$ cat src/rtl/assert_macros.svh
`ifndef ASSERT_MACROS_SVH
`define ASSERT_MACROS_SVH

// Checks sampled on clk, held off while rst_n is low.
`define ASSERT_CLK(label, prop, msg) \
  label: assert property (@(posedge clk) disable iff (!rst_n) prop) else $error(msg);

// Same, with the consequent checked in the cycle after the antecedent.
`define ASSERT_NEXT(label, ante, cons, msg) \
  label: assert property (@(posedge clk) disable iff (!rst_n) (ante) |=> (cons)) else $error(msg);

`endif

$ cat src/rtl/pil_pkg.sv
`default_nettype none

package pil_pkg;

  localparam int TYPE_W = 3;
  localparam int VAL_W  = 32;
  localparam int POS_W  = 7;
  localparam int POS2_W = 6;
  localparam int CNT_W  = 7;
  localparam int STAT_W = 2;
  localparam int MAJ_W  = 2;

  localparam logic [TYPE_W-1:0] REQ_INSERT   = 3'd0;
  localparam logic [TYPE_W-1:0] REQ_APPEND   = 3'd1;
  localparam logic [TYPE_W-1:0] REQ_REMOVE   = 3'd2;
  localparam logic [TYPE_W-1:0] REQ_READ     = 3'd3;
  localparam logic [TYPE_W-1:0] REQ_REPLACE  = 3'd4;
  localparam logic [TYPE_W-1:0] REQ_SWAP     = 3'd5;
  localparam logic [TYPE_W-1:0] REQ_MAJORITY = 3'd6;

  typedef enum logic [STAT_W-1:0] {
    ST_OK    = 2'd0,
    ST_RANGE = 2'd1,
    ST_EMPTY = 2'd2,
    ST_FULL  = 2'd3
  } status_t;

  localparam logic [MAJ_W-1:0] MAJ_NONNEG = 2'd0;
  localparam logic [MAJ_W-1:0] MAJ_NEG    = 2'd1;
  localparam logic [MAJ_W-1:0] MAJ_EQUAL  = 2'd2;

  typedef enum logic [4:0] {
    OP_IDLE,
    OP_LOAD,
    OP_UP_INIT,
    OP_UP_STEP,
    OP_UP_PUT,
    OP_DN_INIT,
    OP_DN_STEP,
    OP_DN_END,
    OP_RD_P1,
    OP_HOLD,
    OP_REPL,
    OP_SWAP_B,
    OP_SWAP_C,
    OP_SWAP_D,
    OP_CNT_INIT,
    OP_CNT_STEP,
    OP_OUT
  } dp_op_t;

  typedef struct packed {
    dp_op_t  op;
    status_t status;
    logic    rv_take;
    logic    maj_take;
  } dp_cmd_t;

  typedef struct packed {
    logic [TYPE_W-1:0] req;
    logic              ins_range;
    logic              full;
    logic              empty;
    logic              pos_range;
    logic              pos2_range;
    logic              up_done;
    logic              dn_done;
    logic              cnt_done;
  } dp_sts_t;

endpackage

`default_nettype wire

$ cat src/rtl/pil_ctrl.sv
`default_nettype none

module pil_ctrl (
  input  wire logic             clk,
  input  wire logic             rst_n,
  input  wire logic             in_valid,
  output logic                  in_ready,
  output logic                  out_valid,
  input  wire logic             out_ready,
  output pil_pkg::dp_cmd_t      cmd,
  input  wire pil_pkg::dp_sts_t sts
);

  typedef enum logic [3:0] {
    S_IDLE,
    S_DECODE,
    S_UP,
    S_DN,
    S_RD,
    S_SWC,
    S_SWD,
    S_CNT,
    S_FIN
  } state_t;

  state_t           state_r, state_nxt;
  pil_pkg::status_t st_r, st_nxt;
  logic             rv_take_r, rv_take_nxt;
  logic             maj_take_r, maj_take_nxt;
  logic             out_valid_r, out_valid_nxt;
  pil_pkg::dp_op_t  op;

  always_comb begin
    state_nxt     = state_r;
    st_nxt        = st_r;
    rv_take_nxt   = rv_take_r;
    maj_take_nxt  = maj_take_r;
    out_valid_nxt = out_valid_r & ~out_ready;
    op            = pil_pkg::OP_IDLE;
    unique case (state_r)
      S_IDLE: begin
        if (in_valid) begin
          op        = pil_pkg::OP_LOAD;
          state_nxt = S_DECODE;
        end
      end
      S_DECODE: begin
        st_nxt       = pil_pkg::ST_OK;
        rv_take_nxt  = 1'b0;
        maj_take_nxt = 1'b0;
        state_nxt    = S_FIN;
        unique case (sts.req) inside
          pil_pkg::REQ_INSERT, pil_pkg::REQ_APPEND: begin
            if (sts.ins_range) begin
              st_nxt = pil_pkg::ST_RANGE;
            end else if (sts.full) begin
              st_nxt = pil_pkg::ST_FULL;
            end else begin
              op        = pil_pkg::OP_UP_INIT;
              state_nxt = S_UP;
            end
          end
          pil_pkg::REQ_REMOVE: begin
            if (sts.empty) begin
              st_nxt = pil_pkg::ST_EMPTY;
            end else if (sts.pos_range) begin
              st_nxt = pil_pkg::ST_RANGE;
            end else begin
              op        = pil_pkg::OP_DN_INIT;
              state_nxt = S_DN;
            end
          end
          pil_pkg::REQ_READ, pil_pkg::REQ_REPLACE: begin
            if (sts.empty) begin
              st_nxt = pil_pkg::ST_EMPTY;
            end else if (sts.pos_range) begin
              st_nxt = pil_pkg::ST_RANGE;
            end else begin
              op          = pil_pkg::OP_RD_P1;
              rv_take_nxt = 1'b1;
              state_nxt   = S_RD;
            end
          end
          pil_pkg::REQ_SWAP: begin
            if (sts.empty) begin
              st_nxt = pil_pkg::ST_EMPTY;
            end else if (sts.pos_range || sts.pos2_range) begin
              st_nxt = pil_pkg::ST_RANGE;
            end else begin
              op        = pil_pkg::OP_RD_P1;
              state_nxt = S_RD;
            end
          end
          pil_pkg::REQ_MAJORITY: begin
            op           = pil_pkg::OP_CNT_INIT;
            maj_take_nxt = 1'b1;
            state_nxt    = S_CNT;
          end
          default: ;
        endcase
      end
      S_UP: begin
        if (sts.up_done) begin
          op        = pil_pkg::OP_UP_PUT;
          state_nxt = S_FIN;
        end else begin
          op = pil_pkg::OP_UP_STEP;
        end
      end
      S_DN: begin
        if (sts.dn_done) begin
          op        = pil_pkg::OP_DN_END;
          state_nxt = S_FIN;
        end else begin
          op = pil_pkg::OP_DN_STEP;
        end
      end
      S_RD: begin
        unique case (sts.req) inside
          pil_pkg::REQ_SWAP: begin
            op        = pil_pkg::OP_SWAP_B;
            state_nxt = S_SWC;
          end
          pil_pkg::REQ_REPLACE: begin
            op        = pil_pkg::OP_REPL;
            state_nxt = S_FIN;
          end
          default: begin
            op        = pil_pkg::OP_HOLD;
            state_nxt = S_FIN;
          end
        endcase
      end
      S_SWC: begin
        op        = pil_pkg::OP_SWAP_C;
        state_nxt = S_SWD;
      end
      S_SWD: begin
        op        = pil_pkg::OP_SWAP_D;
        state_nxt = S_FIN;
      end
      S_CNT: begin
        if (sts.cnt_done) begin
          state_nxt = S_FIN;
        end else begin
          op = pil_pkg::OP_CNT_STEP;
        end
      end
      S_FIN: begin
        // hold the result here until the output register is free
        if (!out_valid_r || out_ready) begin
          op            = pil_pkg::OP_OUT;
          out_valid_nxt = 1'b1;
          state_nxt     = S_IDLE;
        end
      end
      default: state_nxt = S_IDLE;
    endcase
  end

  always_ff @(posedge clk) begin
    if (!rst_n) begin
      state_r     <= S_IDLE;
      st_r        <= pil_pkg::ST_OK;
      rv_take_r   <= 1'b0;
      maj_take_r  <= 1'b0;
      out_valid_r <= 1'b0;
    end else begin
      state_r     <= state_nxt;
      st_r        <= st_nxt;
      rv_take_r   <= rv_take_nxt;
      maj_take_r  <= maj_take_nxt;
      out_valid_r <= out_valid_nxt;
    end
  end

  assign in_ready     = (state_r == S_IDLE);
  assign out_valid    = out_valid_r;
  assign cmd.op       = op;
  assign cmd.status   = st_r;
  assign cmd.rv_take  = rv_take_r;
  assign cmd.maj_take = maj_take_r;

endmodule

`default_nettype wire

$ cat src/rtl/pil_dpath.sv
`default_nettype none

module pil_dpath #(
  parameter int CAPACITY = 64
) (
  input  wire logic                                clk,
  input  wire logic                                rst_n,
  input  wire pil_pkg::dp_cmd_t                    cmd,
  output pil_pkg::dp_sts_t                         sts,
  input  wire logic [pil_pkg::TYPE_W-1:0]          in_req_type,
  input  wire logic signed [pil_pkg::VAL_W-1:0]    in_value,
  input  wire logic [pil_pkg::POS_W-1:0]           in_position,
  input  wire logic [pil_pkg::POS2_W-1:0]          in_second_position,
  output logic [pil_pkg::STAT_W-1:0]               out_status,
  output logic signed [pil_pkg::VAL_W-1:0]         out_read_value,
  output logic [pil_pkg::CNT_W-1:0]                out_entry_count,
  output logic                                     out_is_empty,
  output logic [pil_pkg::MAJ_W-1:0]                out_majority
);

  localparam int AW = (CAPACITY > 1) ? $clog2(CAPACITY) : 1;
  localparam int CW = $clog2(CAPACITY + 1);
  localparam int XW = (CW > pil_pkg::POS_W) ? CW : pil_pkg::POS_W;

  logic [pil_pkg::VAL_W-1:0]  mem [CAPACITY];
  logic [pil_pkg::VAL_W-1:0]  rdata_r;
  logic [pil_pkg::VAL_W-1:0]  hold_r;

  logic [pil_pkg::TYPE_W-1:0] req_type_r;
  logic [pil_pkg::VAL_W-1:0]  value_r;
  logic [pil_pkg::POS_W-1:0]  pos_r;
  logic [pil_pkg::POS2_W-1:0] pos2_r;

  logic [CW-1:0]              total_r;
  logic [CW-1:0]              idx_r;
  logic [CW-1:0]              wa_r;
  logic                       pend_r;
  logic [CW-1:0]              neg_r;

  logic [pil_pkg::STAT_W-1:0] status_r;
  logic [pil_pkg::VAL_W-1:0]  read_value_r;
  logic [pil_pkg::CNT_W-1:0]  count_r;
  logic                       empty_r;
  logic [pil_pkg::MAJ_W-1:0]  maj_r;

  logic [XW-1:0] total_x, idx_x, idx_p1_x, pos_x, pos2_x, ins_x;
  logic          up_more, dn_more, cnt_more;
  logic [CW:0]   two_neg, total_w;
  logic [pil_pkg::MAJ_W-1:0] maj_val;

  logic                      we;
  logic [AW-1:0]             waddr, raddr;
  logic [pil_pkg::VAL_W-1:0] wdata;

  assign total_x  = XW'(total_r);
  assign idx_x    = XW'(idx_r);
  assign idx_p1_x = idx_x + XW'(1);
  assign pos_x    = XW'(pos_r);
  assign pos2_x   = XW'(pos2_r);
  assign ins_x    = (req_type_r == pil_pkg::REQ_APPEND) ? total_x : pos_x;

  assign up_more  = (idx_x > ins_x);
  assign dn_more  = (idx_p1_x < total_x);
  assign cnt_more = (idx_x < total_x);

  assign sts.req        = req_type_r;
  assign sts.ins_range  = (ins_x > total_x);
  assign sts.full       = (total_x >= XW'(CAPACITY));
  assign sts.empty      = (total_r == '0);
  assign sts.pos_range  = (pos_x >= total_x);
  assign sts.pos2_range = (pos2_x >= total_x);
  assign sts.up_done    = !pend_r && !up_more;
  assign sts.dn_done    = !pend_r && !dn_more;
  assign sts.cnt_done   = !pend_r && !cnt_more;

  // 2*neg against total decides the sign majority
  assign two_neg = {neg_r, 1'b0};
  assign total_w = {1'b0, total_r};
  assign maj_val = (two_neg < total_w) ? pil_pkg::MAJ_NONNEG :
                   (two_neg > total_w) ? pil_pkg::MAJ_NEG : pil_pkg::MAJ_EQUAL;

  // memory port selection; shifts read one entry ahead of the pending write
  always_comb begin
    we    = 1'b0;
    waddr = AW'(wa_r);
    wdata = rdata_r;
    raddr = AW'(idx_r);
    case (cmd.op)
      pil_pkg::OP_UP_STEP: begin
        we    = pend_r;
        raddr = AW'(idx_r - CW'(1));
      end
      pil_pkg::OP_UP_PUT: begin
        we    = 1'b1;
        waddr = AW'(ins_x);
        wdata = value_r;
      end
      pil_pkg::OP_DN_STEP: begin
        we    = pend_r;
        raddr = AW'(idx_p1_x);
      end
      pil_pkg::OP_RD_P1: raddr = AW'(pos_x);
      pil_pkg::OP_REPL: begin
        we    = 1'b1;
        waddr = AW'(pos_x);
        wdata = value_r;
      end
      pil_pkg::OP_SWAP_B: raddr = AW'(pos2_x);
      pil_pkg::OP_SWAP_C: begin
        we    = 1'b1;
        waddr = AW'(pos_x);
        wdata = rdata_r;
      end
      pil_pkg::OP_SWAP_D: begin
        we    = 1'b1;
        waddr = AW'(pos2_x);
        wdata = hold_r;
      end
      default: ;
    endcase
  end

  always_ff @(posedge clk) begin
    if (we) begin
      mem[waddr] <= wdata;
    end
    rdata_r <= mem[raddr];
  end

  always_ff @(posedge clk) begin
    if (!rst_n) begin
      total_r <= '0;
      idx_r   <= '0;
      pend_r  <= 1'b0;
    end else begin
      case (cmd.op)
        pil_pkg::OP_UP_INIT: begin
          idx_r  <= total_r;
          pend_r <= 1'b0;
        end
        pil_pkg::OP_UP_STEP: begin
          pend_r <= up_more;
          if (up_more) begin
            idx_r <= idx_r - CW'(1);
          end
        end
        pil_pkg::OP_UP_PUT: total_r <= total_r + CW'(1);
        pil_pkg::OP_DN_INIT: begin
          idx_r  <= CW'(pos_x);
          pend_r <= 1'b0;
        end
        pil_pkg::OP_DN_STEP: begin
          pend_r <= dn_more;
          if (dn_more) begin
            idx_r <= idx_r + CW'(1);
          end
        end
        pil_pkg::OP_DN_END: total_r <= total_r - CW'(1);
        pil_pkg::OP_CNT_INIT: begin
          idx_r  <= '0;
          pend_r <= 1'b0;
        end
        pil_pkg::OP_CNT_STEP: begin
          pend_r <= cnt_more;
          if (cnt_more) begin
            idx_r <= idx_r + CW'(1);
          end
        end
        default: ;
      endcase
    end
  end

  always_ff @(posedge clk) begin
    case (cmd.op)
      pil_pkg::OP_LOAD: begin
        req_type_r <= in_req_type;
        value_r    <= in_value;
        pos_r      <= in_position;
        pos2_r     <= in_second_position;
      end
      pil_pkg::OP_UP_STEP: wa_r <= idx_r;
      pil_pkg::OP_DN_STEP: wa_r <= idx_r;
      pil_pkg::OP_HOLD, pil_pkg::OP_REPL, pil_pkg::OP_SWAP_B: hold_r <= rdata_r;
      pil_pkg::OP_CNT_INIT: neg_r <= '0;
      pil_pkg::OP_CNT_STEP: begin
        if (pend_r) begin
          neg_r <= neg_r + CW'(rdata_r[pil_pkg::VAL_W-1]);
        end
      end
      pil_pkg::OP_OUT: begin
        status_r     <= cmd.status;
        read_value_r <= cmd.rv_take ? hold_r : '0;
        count_r      <= total_x[pil_pkg::CNT_W-1:0];
        empty_r      <= (total_r == '0);
        maj_r        <= cmd.maj_take ? maj_val : pil_pkg::MAJ_NONNEG;
      end
      default: ;
    endcase
  end

  assign out_status      = status_r;
  assign out_read_value  = read_value_r;
  assign out_entry_count = count_r;
  assign out_is_empty    = empty_r;
  assign out_majority    = maj_r;

endmodule

`default_nettype wire

$ cat src/rtl/positional_integer_list_top.sv
// Positional integer list: an ordered list of up to CAPACITY signed 32-bit
// entries, head at position 0, held in a single-port-write, registered-read
// memory and driven by a controller state machine.
// Input channel (in_valid/in_ready) carries one request per beat: req_type,
// value, position, second_position. Output channel (out_valid/out_ready)
// returns one result per request: status, read_value, entry_count,
// is_empty, majority.
// One request is in flight at a time; in_ready is high only when the
// controller is idle. A rejected request or an unused code goes straight
// to the result; read and replace fetch the entry at position, and replace
// then writes the new value there; swap exchanges the entries at both
// positions; insert shifts the entries from position up by one (append
// shifts none), remove shifts them down by one; sign majority reads one
// entry per cycle. The controller returns to idle, raising in_ready, as
// the result is loaded into the output register.
// The result sits in an output register: a stalled receiver does not stop
// the next request from being accepted and worked, only its result waits.
// Synchronous reset empties the list; memory contents stay undefined and
// are never used before being written.
`default_nettype none

`include "assert_macros.svh"

module positional_integer_list_top #(
  parameter int CAPACITY = 64
) (
  input  wire logic                             clk,
  input  wire logic                             rst_n,
  input  wire logic                             in_valid,
  output logic                                  in_ready,
  input  wire logic [pil_pkg::TYPE_W-1:0]       in_req_type,
  input  wire logic signed [pil_pkg::VAL_W-1:0] in_value,
  input  wire logic [pil_pkg::POS_W-1:0]        in_position,
  input  wire logic [pil_pkg::POS2_W-1:0]       in_second_position,
  output logic                                  out_valid,
  input  wire logic                             out_ready,
  output logic [pil_pkg::STAT_W-1:0]            out_status,
  output logic signed [pil_pkg::VAL_W-1:0]      out_read_value,
  output logic [pil_pkg::CNT_W-1:0]             out_entry_count,
  output logic                                  out_is_empty,
  output logic [pil_pkg::MAJ_W-1:0]             out_majority
);

  pil_pkg::dp_cmd_t cmd;
  pil_pkg::dp_sts_t sts;

  pil_ctrl u_ctrl (
    .clk       (clk),
    .rst_n     (rst_n),
    .in_valid  (in_valid),
    .in_ready  (in_ready),
    .out_valid (out_valid),
    .out_ready (out_ready),
    .cmd       (cmd),
    .sts       (sts)
  );

  pil_dpath #(
    .CAPACITY (CAPACITY)
  ) u_dpath (
    .clk                (clk),
    .rst_n              (rst_n),
    .cmd                (cmd),
    .sts                (sts),
    .in_req_type        (in_req_type),
    .in_value           (in_value),
    .in_position        (in_position),
    .in_second_position (in_second_position),
    .out_status         (out_status),
    .out_read_value     (out_read_value),
    .out_entry_count    (out_entry_count),
    .out_is_empty       (out_is_empty),
    .out_majority       (out_majority)
  );

  `ASSERT_NEXT(a_one_in_flight, in_valid && in_ready, !in_ready, "second beat taken while busy")
  `ASSERT_CLK(a_put_not_full, (cmd.op == pil_pkg::OP_UP_PUT) |-> !sts.full, "insert into full list")
  `ASSERT_CLK(a_del_not_empty, (cmd.op == pil_pkg::OP_DN_END) |-> !sts.empty, "remove from empty list")
  `ASSERT_CLK(a_no_overwrite, (cmd.op == pil_pkg::OP_OUT) |-> (!out_valid || out_ready), "pending result overwritten")

endmodule

`default_nettype wire
$ cat config.mk
export PLATFORM = sky130hd
export DESIGN_NAME = positional_integer_list_top
export DESIGN_NICKNAME = d
export VERILOG_FILES = /design/src/rtl/pil_pkg.sv /design/src/rtl/pil_ctrl.sv /design/src/rtl/pil_dpath.sv /design/src/rtl/positional_integer_list_top.sv
export VERILOG_INCLUDE_DIRS = /design/src /design/src/rtl
export SDC_FILE = /design/constraint.sdc
export NUM_CORES = 2
export LEC_CHECK = 0
export BUFFER_PORTS_ARGS = -buffer_cell sky130_fd_sc_hd__buf_2
export CAP_MARGIN = 20
export CORE_ASPECT_RATIO = 0.6
export CORE_MARGIN = 2
export CORE_UTILIZATION = 39
export DETAILED_ROUTE_END_ITERATION = 16
export PLACE_DENSITY = 0.62
export SYNTH_ARGS = -nofsm -noshare
export SYNTH_HDL_FRONTEND = slang
export SYNTH_SLANG_ARGS = --single-unit
$ cat constraint.sdc
create_clock -name clk -period 9 [get_ports clk]
set_input_delay 1.8 -clock clk [delete_from_list [all_inputs] [get_ports clk]]
set_output_delay 1.8 -clock clk [all_outputs]
set_load 0.05 [all_outputs]
==> impl_results.html <==
<table>
<tr><th>Metric</th><th>Value</th></tr>
<tr><th colspan="2">Status</th></tr>
<tr><td>Run status</td><td>complete, no violations</td></tr>
<tr><th colspan="2">Cells and area</th></tr>
<tr><td>Fraction of layout instances using a drive strength above 1</td><td>0.114</td></tr>
<tr><td>Layout Utilization</td><td>0.445</td></tr>
<tr><td>Final instance area</td><td>about 100000 um^2</td></tr>
<tr><td>Non-filler instance count after layout</td><td>a little over 10000</td></tr>
<tr><td>NumNets Final</td><td>slightly above 7000</td></tr>
<tr><td>Area growth syn-to-layout</td><td>13.6%</td></tr>
<tr><th colspan="2">Worst setup path</th></tr>
<tr><td>Slowest CP cell</td><td>a311o_2</td></tr>
<tr><td>Data arrival at the endpoint of the critical path</td><td>a little under 9 ns</td></tr>
<tr><td>Worst Path Required</td><td>slightly below 10 ns</td></tr>
<tr><td>Critical path start-end classification</td><td>reg -&gt; reg</td></tr>
<tr><td>Max FO, Critical Path</td><td>64</td></tr>
<tr><td>Largest delay contributor family on the critical path</td><td>compound AO/OA/AOI/OAI gates</td></tr>
<tr><td>Chain of cells forming the critical path</td><td>nor3b_1 &gt; buf_4 &gt; mux2_2 &gt; ha_1 &gt; nand3_1 &gt; a211o_1 &gt; a211oi_1 &gt; nor2_1 &gt; o31a_1 &gt; or2_2 &gt; o211ai_2 &gt; a311o_2 &gt; o21ai_4 &gt; buf_12 &gt; a21oi_1 &gt; a2111oi_0 &gt; a311oi_1 &gt; a31oi_1 &gt; a2111oi_2</td></tr>
<tr><td>Startpoint type of the worst setup path</td><td>register</td></tr>
<tr><td>Worst path max stage delay</td><td>1.09 ns</td></tr>
<tr><td>Buffering stage count on the worst path with inverters included</td><td>2</td></tr>
<tr><td>Crit path capture type</td><td>register</td></tr>
<tr><th colspan="2">Synth</th></tr>
<tr><td>Ranking of synthesized cells by area</td><td>edfxtp_1, nand2_1, nand3_1, dfxtp_1, a21oi_1</td></tr>
<tr><td>Synth Cell Area</td><td>roughly 91000 um^2</td></tr>
<tr><td>Number of nets produced by synthesis</td><td>between 7000 and 8000</td></tr>
<tr><td>Most used DFF post-synth</td><td>edfxtp_1</td></tr>
<tr><td>Cell count after synthesis</td><td>between 6000 and 7000</td></tr>
<tr><td>Count of cell types in the netlist</td><td>88</td></tr>
<tr><td>Area leader, netlist</td><td>edfxtp_1</td></tr>
<tr><td>Fraction of synthesized cell area taken by the top area cell type</td><td>0.722</td></tr>
<tr><td>Post-synthesis area per instance</td><td>roughly 13 um^2</td></tr>
<tr><td>YS warnings</td><td>0</td></tr>
<tr><td>Fraction of synthesis flops using an asynchronous set or reset pin</td><td>0</td></tr>
<tr><td>Sequential fraction of the synthesis area</td><td>0.734</td></tr>
<tr><td>Post-synth EDFFs</td><td>approximately 2200</td></tr>
<tr><td>Yosys reg bits</td><td>approximately 2200</td></tr>
<tr><th colspan="2">Clock tree</th></tr>
<tr><td>Clock net sink count</td><td>approximately 2200</td></tr>
<tr><td>Root Buffer Master</td><td>clkbuf_16</td></tr>
<tr><td>Post-CTS setup-driven buffer insertion count</td><td>0</td></tr>
<tr><td>CTS Buffer Depth</td><td>4</td></tr>
<tr><td>TritonCTS Buffers</td><td>~190</td></tr>
<tr><td>Insertion delay of the later-clocked pin in the worst-skew pair</td><td>roughly 0.85 ns</td></tr>
<tr><td>Count of hold-fix buffers inserted at cts</td><td>0</td></tr>
<tr><td>Clock-pin slew of the registers on the worst-case setup and hold paths</td><td>roughly 0.070 ns</td></tr>
<tr><td>H-Tree Level Count</td><td>4</td></tr>
<tr><td>TritonCTS clock tree</td><td>built</td></tr>
<tr><td>Post-CTS resize count</td><td>0</td></tr>
<tr><th colspan="2">Die</th></tr>
<tr><td>DIE AREA</td><td>237000 um^2</td></tr>
<tr><td>DIE WIDTH</td><td>627 um</td></tr>
<tr><td>Number of cell rows</td><td>between 100 and 150</td></tr>
<tr><td>Chip height</td><td>roughly 380 um</td></tr>
<tr><td>Core Region</td><td>between 200000 and 250000 um^2</td></tr>
<tr><td>Starting density of the core</td><td>0.392</td></tr>
<tr><td>I/O pin cnt</td><td>98</td></tr>
<tr><th colspan="2">Power</th></tr>
<tr><td>Max VDD drop</td><td>172 uV</td></tr>
<tr><td>Power consumption</td><td>28.5 mW</td></tr>
<tr><td>Ratio of total power to cell area</td><td>between 200 and 300 nW/um^2</td></tr>
<tr><td>Leak pwr</td><td>about 35 nW</td></tr>
<tr><th colspan="2">Timing</th></tr>
<tr><td>Setup violations, final</td><td>0</td></tr>
<tr><td>Worst-case hold slack</td><td>about 0.44 ns</td></tr>
<tr><td>Setup Skew</td><td>a little under 0.06 ns</td></tr>
<tr><td>Crit path setup slack, layout</td><td>around 0.90 ns</td></tr>
<tr><td>Achievable clock frequency</td><td>123 MHz</td></tr>
<tr><td>Worst-margin pin slew</td><td>approximately 1.2 ns</td></tr>
<tr><td>RSZ-0062 raised after global routing</td><td>no</td></tr>
<tr><td>Hold violation count in the final report</td><td>0</td></tr>
<tr><td>Headroom to the max-slew limit</td><td>0.178</td></tr>
<tr><td>Clock period minus final worst setup slack</td><td>8.10 ns</td></tr>
<tr><td>Final period util</td><td>0.900</td></tr>
<tr><td>Final Max Slew Viols</td><td>0</td></tr>
<tr><td>Post-route setup TNS</td><td>0 ns</td></tr>
<tr><th colspan="2">Drt</th></tr>
<tr><td>Routed length on met3</td><td>between 30 and 40 mm</td></tr>
<tr><td>Routed metal-1 wirelength</td><td>125 mm</td></tr>
<tr><td>Number of iterations in the first detailed-routing pass</td><td>6</td></tr>
<tr><td>Top routing layer in use</td><td>met5</td></tr>
<tr><td>Amount of wire on met2 after detailed routing</td><td>113 mm</td></tr>
<tr><td>DRT antenna net count</td><td>0</td></tr>
<tr><td>Average wire per cell in the routed design</td><td>27.3 um</td></tr>
<tr><td>WL final</td><td>about 280 mm</td></tr>
<tr><td>Violation count after the first detailed-route iteration</td><td>between 9000 and 10000</td></tr>
<tr><td>Remaining DRCs</td><td>0</td></tr>
<tr><td>Average via count per standard cell</td><td>roughly 5.8</td></tr>
<tr><td>Detailed-route via count</td><td>just over 60000</td></tr>
<tr><th colspan="2">Global route</th></tr>
<tr><td>Overflow left after global routing</td><td>0</td></tr>
<tr><td>Vias in the first global route</td><td>about 55000</td></tr>
<tr><td>Pin count of the biggest net entering global routing</td><td>between 150 and 200</td></tr>
<tr><td>Number of antenna violations at the first check in global routing</td><td>10</td></tr>
<tr><td>Total global-route track usage</td><td>0.234</td></tr>
<tr><td>First-pass GRT wire length</td><td>just over 400 mm</td></tr>
<tr><th colspan="2">Placed design</th></tr>
<tr><td>Number of buffer cells added on primary ports</td><td>97</td></tr>
<tr><td>Worst slack at placement</td><td>between 1 and 1.5 ns</td></tr>
<tr><td>Final weighted congestion in routability-driven placement</td><td>0.930</td></tr>
<tr><td>Detailed Place HPWL</td><td>about 170 mm</td></tr>
<tr><td>Placed cell area</td><td>roughly 97000 um^2</td></tr>
<tr><td>Placed cell count</td><td>10000</td></tr>
<tr><th colspan="2">Run</th></tr>
<tr><td>Max-cap violation count</td><td>0</td></tr>
<tr><th colspan="2">Min path</th></tr>
<tr><td>Class of the worst hold path</td><td>reg -&gt; reg</td></tr>
</table>
-- layer usage --
metal / vias up / global-route usage
met4: 12 / 0.0465
met1: 30300 / 0.375
met3: 408 / 0.0636
li1: 25900 / -
met2: 3952 / 0.313
met5: - / 0
-- report_power, final --
group | switching [mW] | internal (mW) | leakage [nW]
clock | 3.77 | 4.62 | 3.00
sequential | 0.314 | 13.2 | 20.2
combinational | 4.97 | 1.64 | 12.2
-- area by class of cell --
type,count,area (um^2)
Sequential cell,2241,66700
Clock buffer,243,5110
Multi-Input combinational cell,4250,22500
Antenna cell,7,17.5
Fill cell,20600,129000
Clock inverter,103,1010
Tap cell,3127,3910
Timing Repair Buffer,377,3870
Inverter,35,131
-- cell usage in the layout, fill, tap and decap left out, drive strengths merged, types with 11 or more instances in the layout --
cell	n
o21ai	68
o211ai	14
bufinv	21
a211o	11
edfxtp	2185
a221oi	18
o22ai	29
a32oi	15
o31ai	22
nand4	11
a21o	14
nor2	167
clkbuf	243
nor3	41
xnor2	16
a22oi	54
dfxtp	56
nand2	1934
inv	37
a21oi	222
mux4	29
mux2i	75
ha	54
nand3	995
and3	76
buf	377
or3	15
a211oi	29
nor4	23
a2111oi	44
a311oi	40
a31oi	86
clkinv	79
and2	40
-- worst paths after layout --
check	startpoint	to	slack, ns	cells after the start
setup / recovery	u_dpath.req_type_r[2]$_DFFE_PN_	u_dpath.rdata_r[26]$_DFF_P_	0.90	19
hold / removal	u_ctrl.st_r[0]$_SDFFE_PN0P_	u_dpath.out_status[0]$_DFFE_PN_	0.44	0
setup reg to reg	u_dpath.req_type_r[2]$_DFFE_PN_	u_dpath.rdata_r[26]$_DFF_P_	0.90	19
hold reg to reg	u_ctrl.st_r[0]$_SDFFE_PN0P_	u_dpath.out_status[0]$_DFFE_PN_	0.44	0
-- sequential cells by signal, indices dropped and copies added (netlist names), 2 cells and up --
register and count:
u_dpath.out_majority 2, u_dpath.idx_r 7, u_dpath.pos2_r 6, u_dpath.req_type_r 3, u_dpath.hold_r 32, u_dpath.pos_r 7
u_dpath.out_entry_count 7, u_dpath.out_read_value 32, u_dpath.neg_r 7, u_dpath.rdata_r 32, u_dpath.total_r 7, u_dpath.mem 2048
u_dpath.wa_r 6, u_ctrl.state_r 4, u_ctrl.st_r 2, u_dpath.out_status 2, u_dpath.value_r 32
-- logic make-up (layout without fill, tap and decap cells) --
logic type	count (synthesis)	in the layout	synth area share
multiplexers	110	110	0.0162
AND/OR/NAND/NOR	3349	3349	0.160
adder cells (fa/ha/maj)	55	55	0.00766
flip-flops	2241	2241	0.734
buffers and inverters	456	758	0.0262
other	0	7	0
XOR/XNOR	22	22	0.00212
AO/OA/AOI/OAI	714	714	0.0539
-- synth_stat cells, drive strengths merged, types with 5 or more instances --
cell type / instances
nand2b: 5
a2111oi: 44
nor2: 167
a311o: 5
a21oi: 222
inv: 34
xnor2: 16
buf: 303
a31o: 7
a31oi: 86
edfxtp: 2185
or3: 15
clkbuf: 118
nor4: 23
o22ai: 29
nand3b: 8
mux2i: 75
o211ai: 14
and2: 40
ha: 54
mux4: 29
a21o: 14
o21ai: 68
nor2b: 10
nand2: 1934
a22oi: 54
nand3: 995
a222oi: 7
a211o: 11
nor3: 41
mux2: 6
xor2: 6
a311oi: 40
o31ai: 22
a32oi: 15
and3: 76
nand4: 11
dfxtp: 56
a211oi: 29
a221oi: 18
No activity file was read; power rests on OpenSTA's default activity.
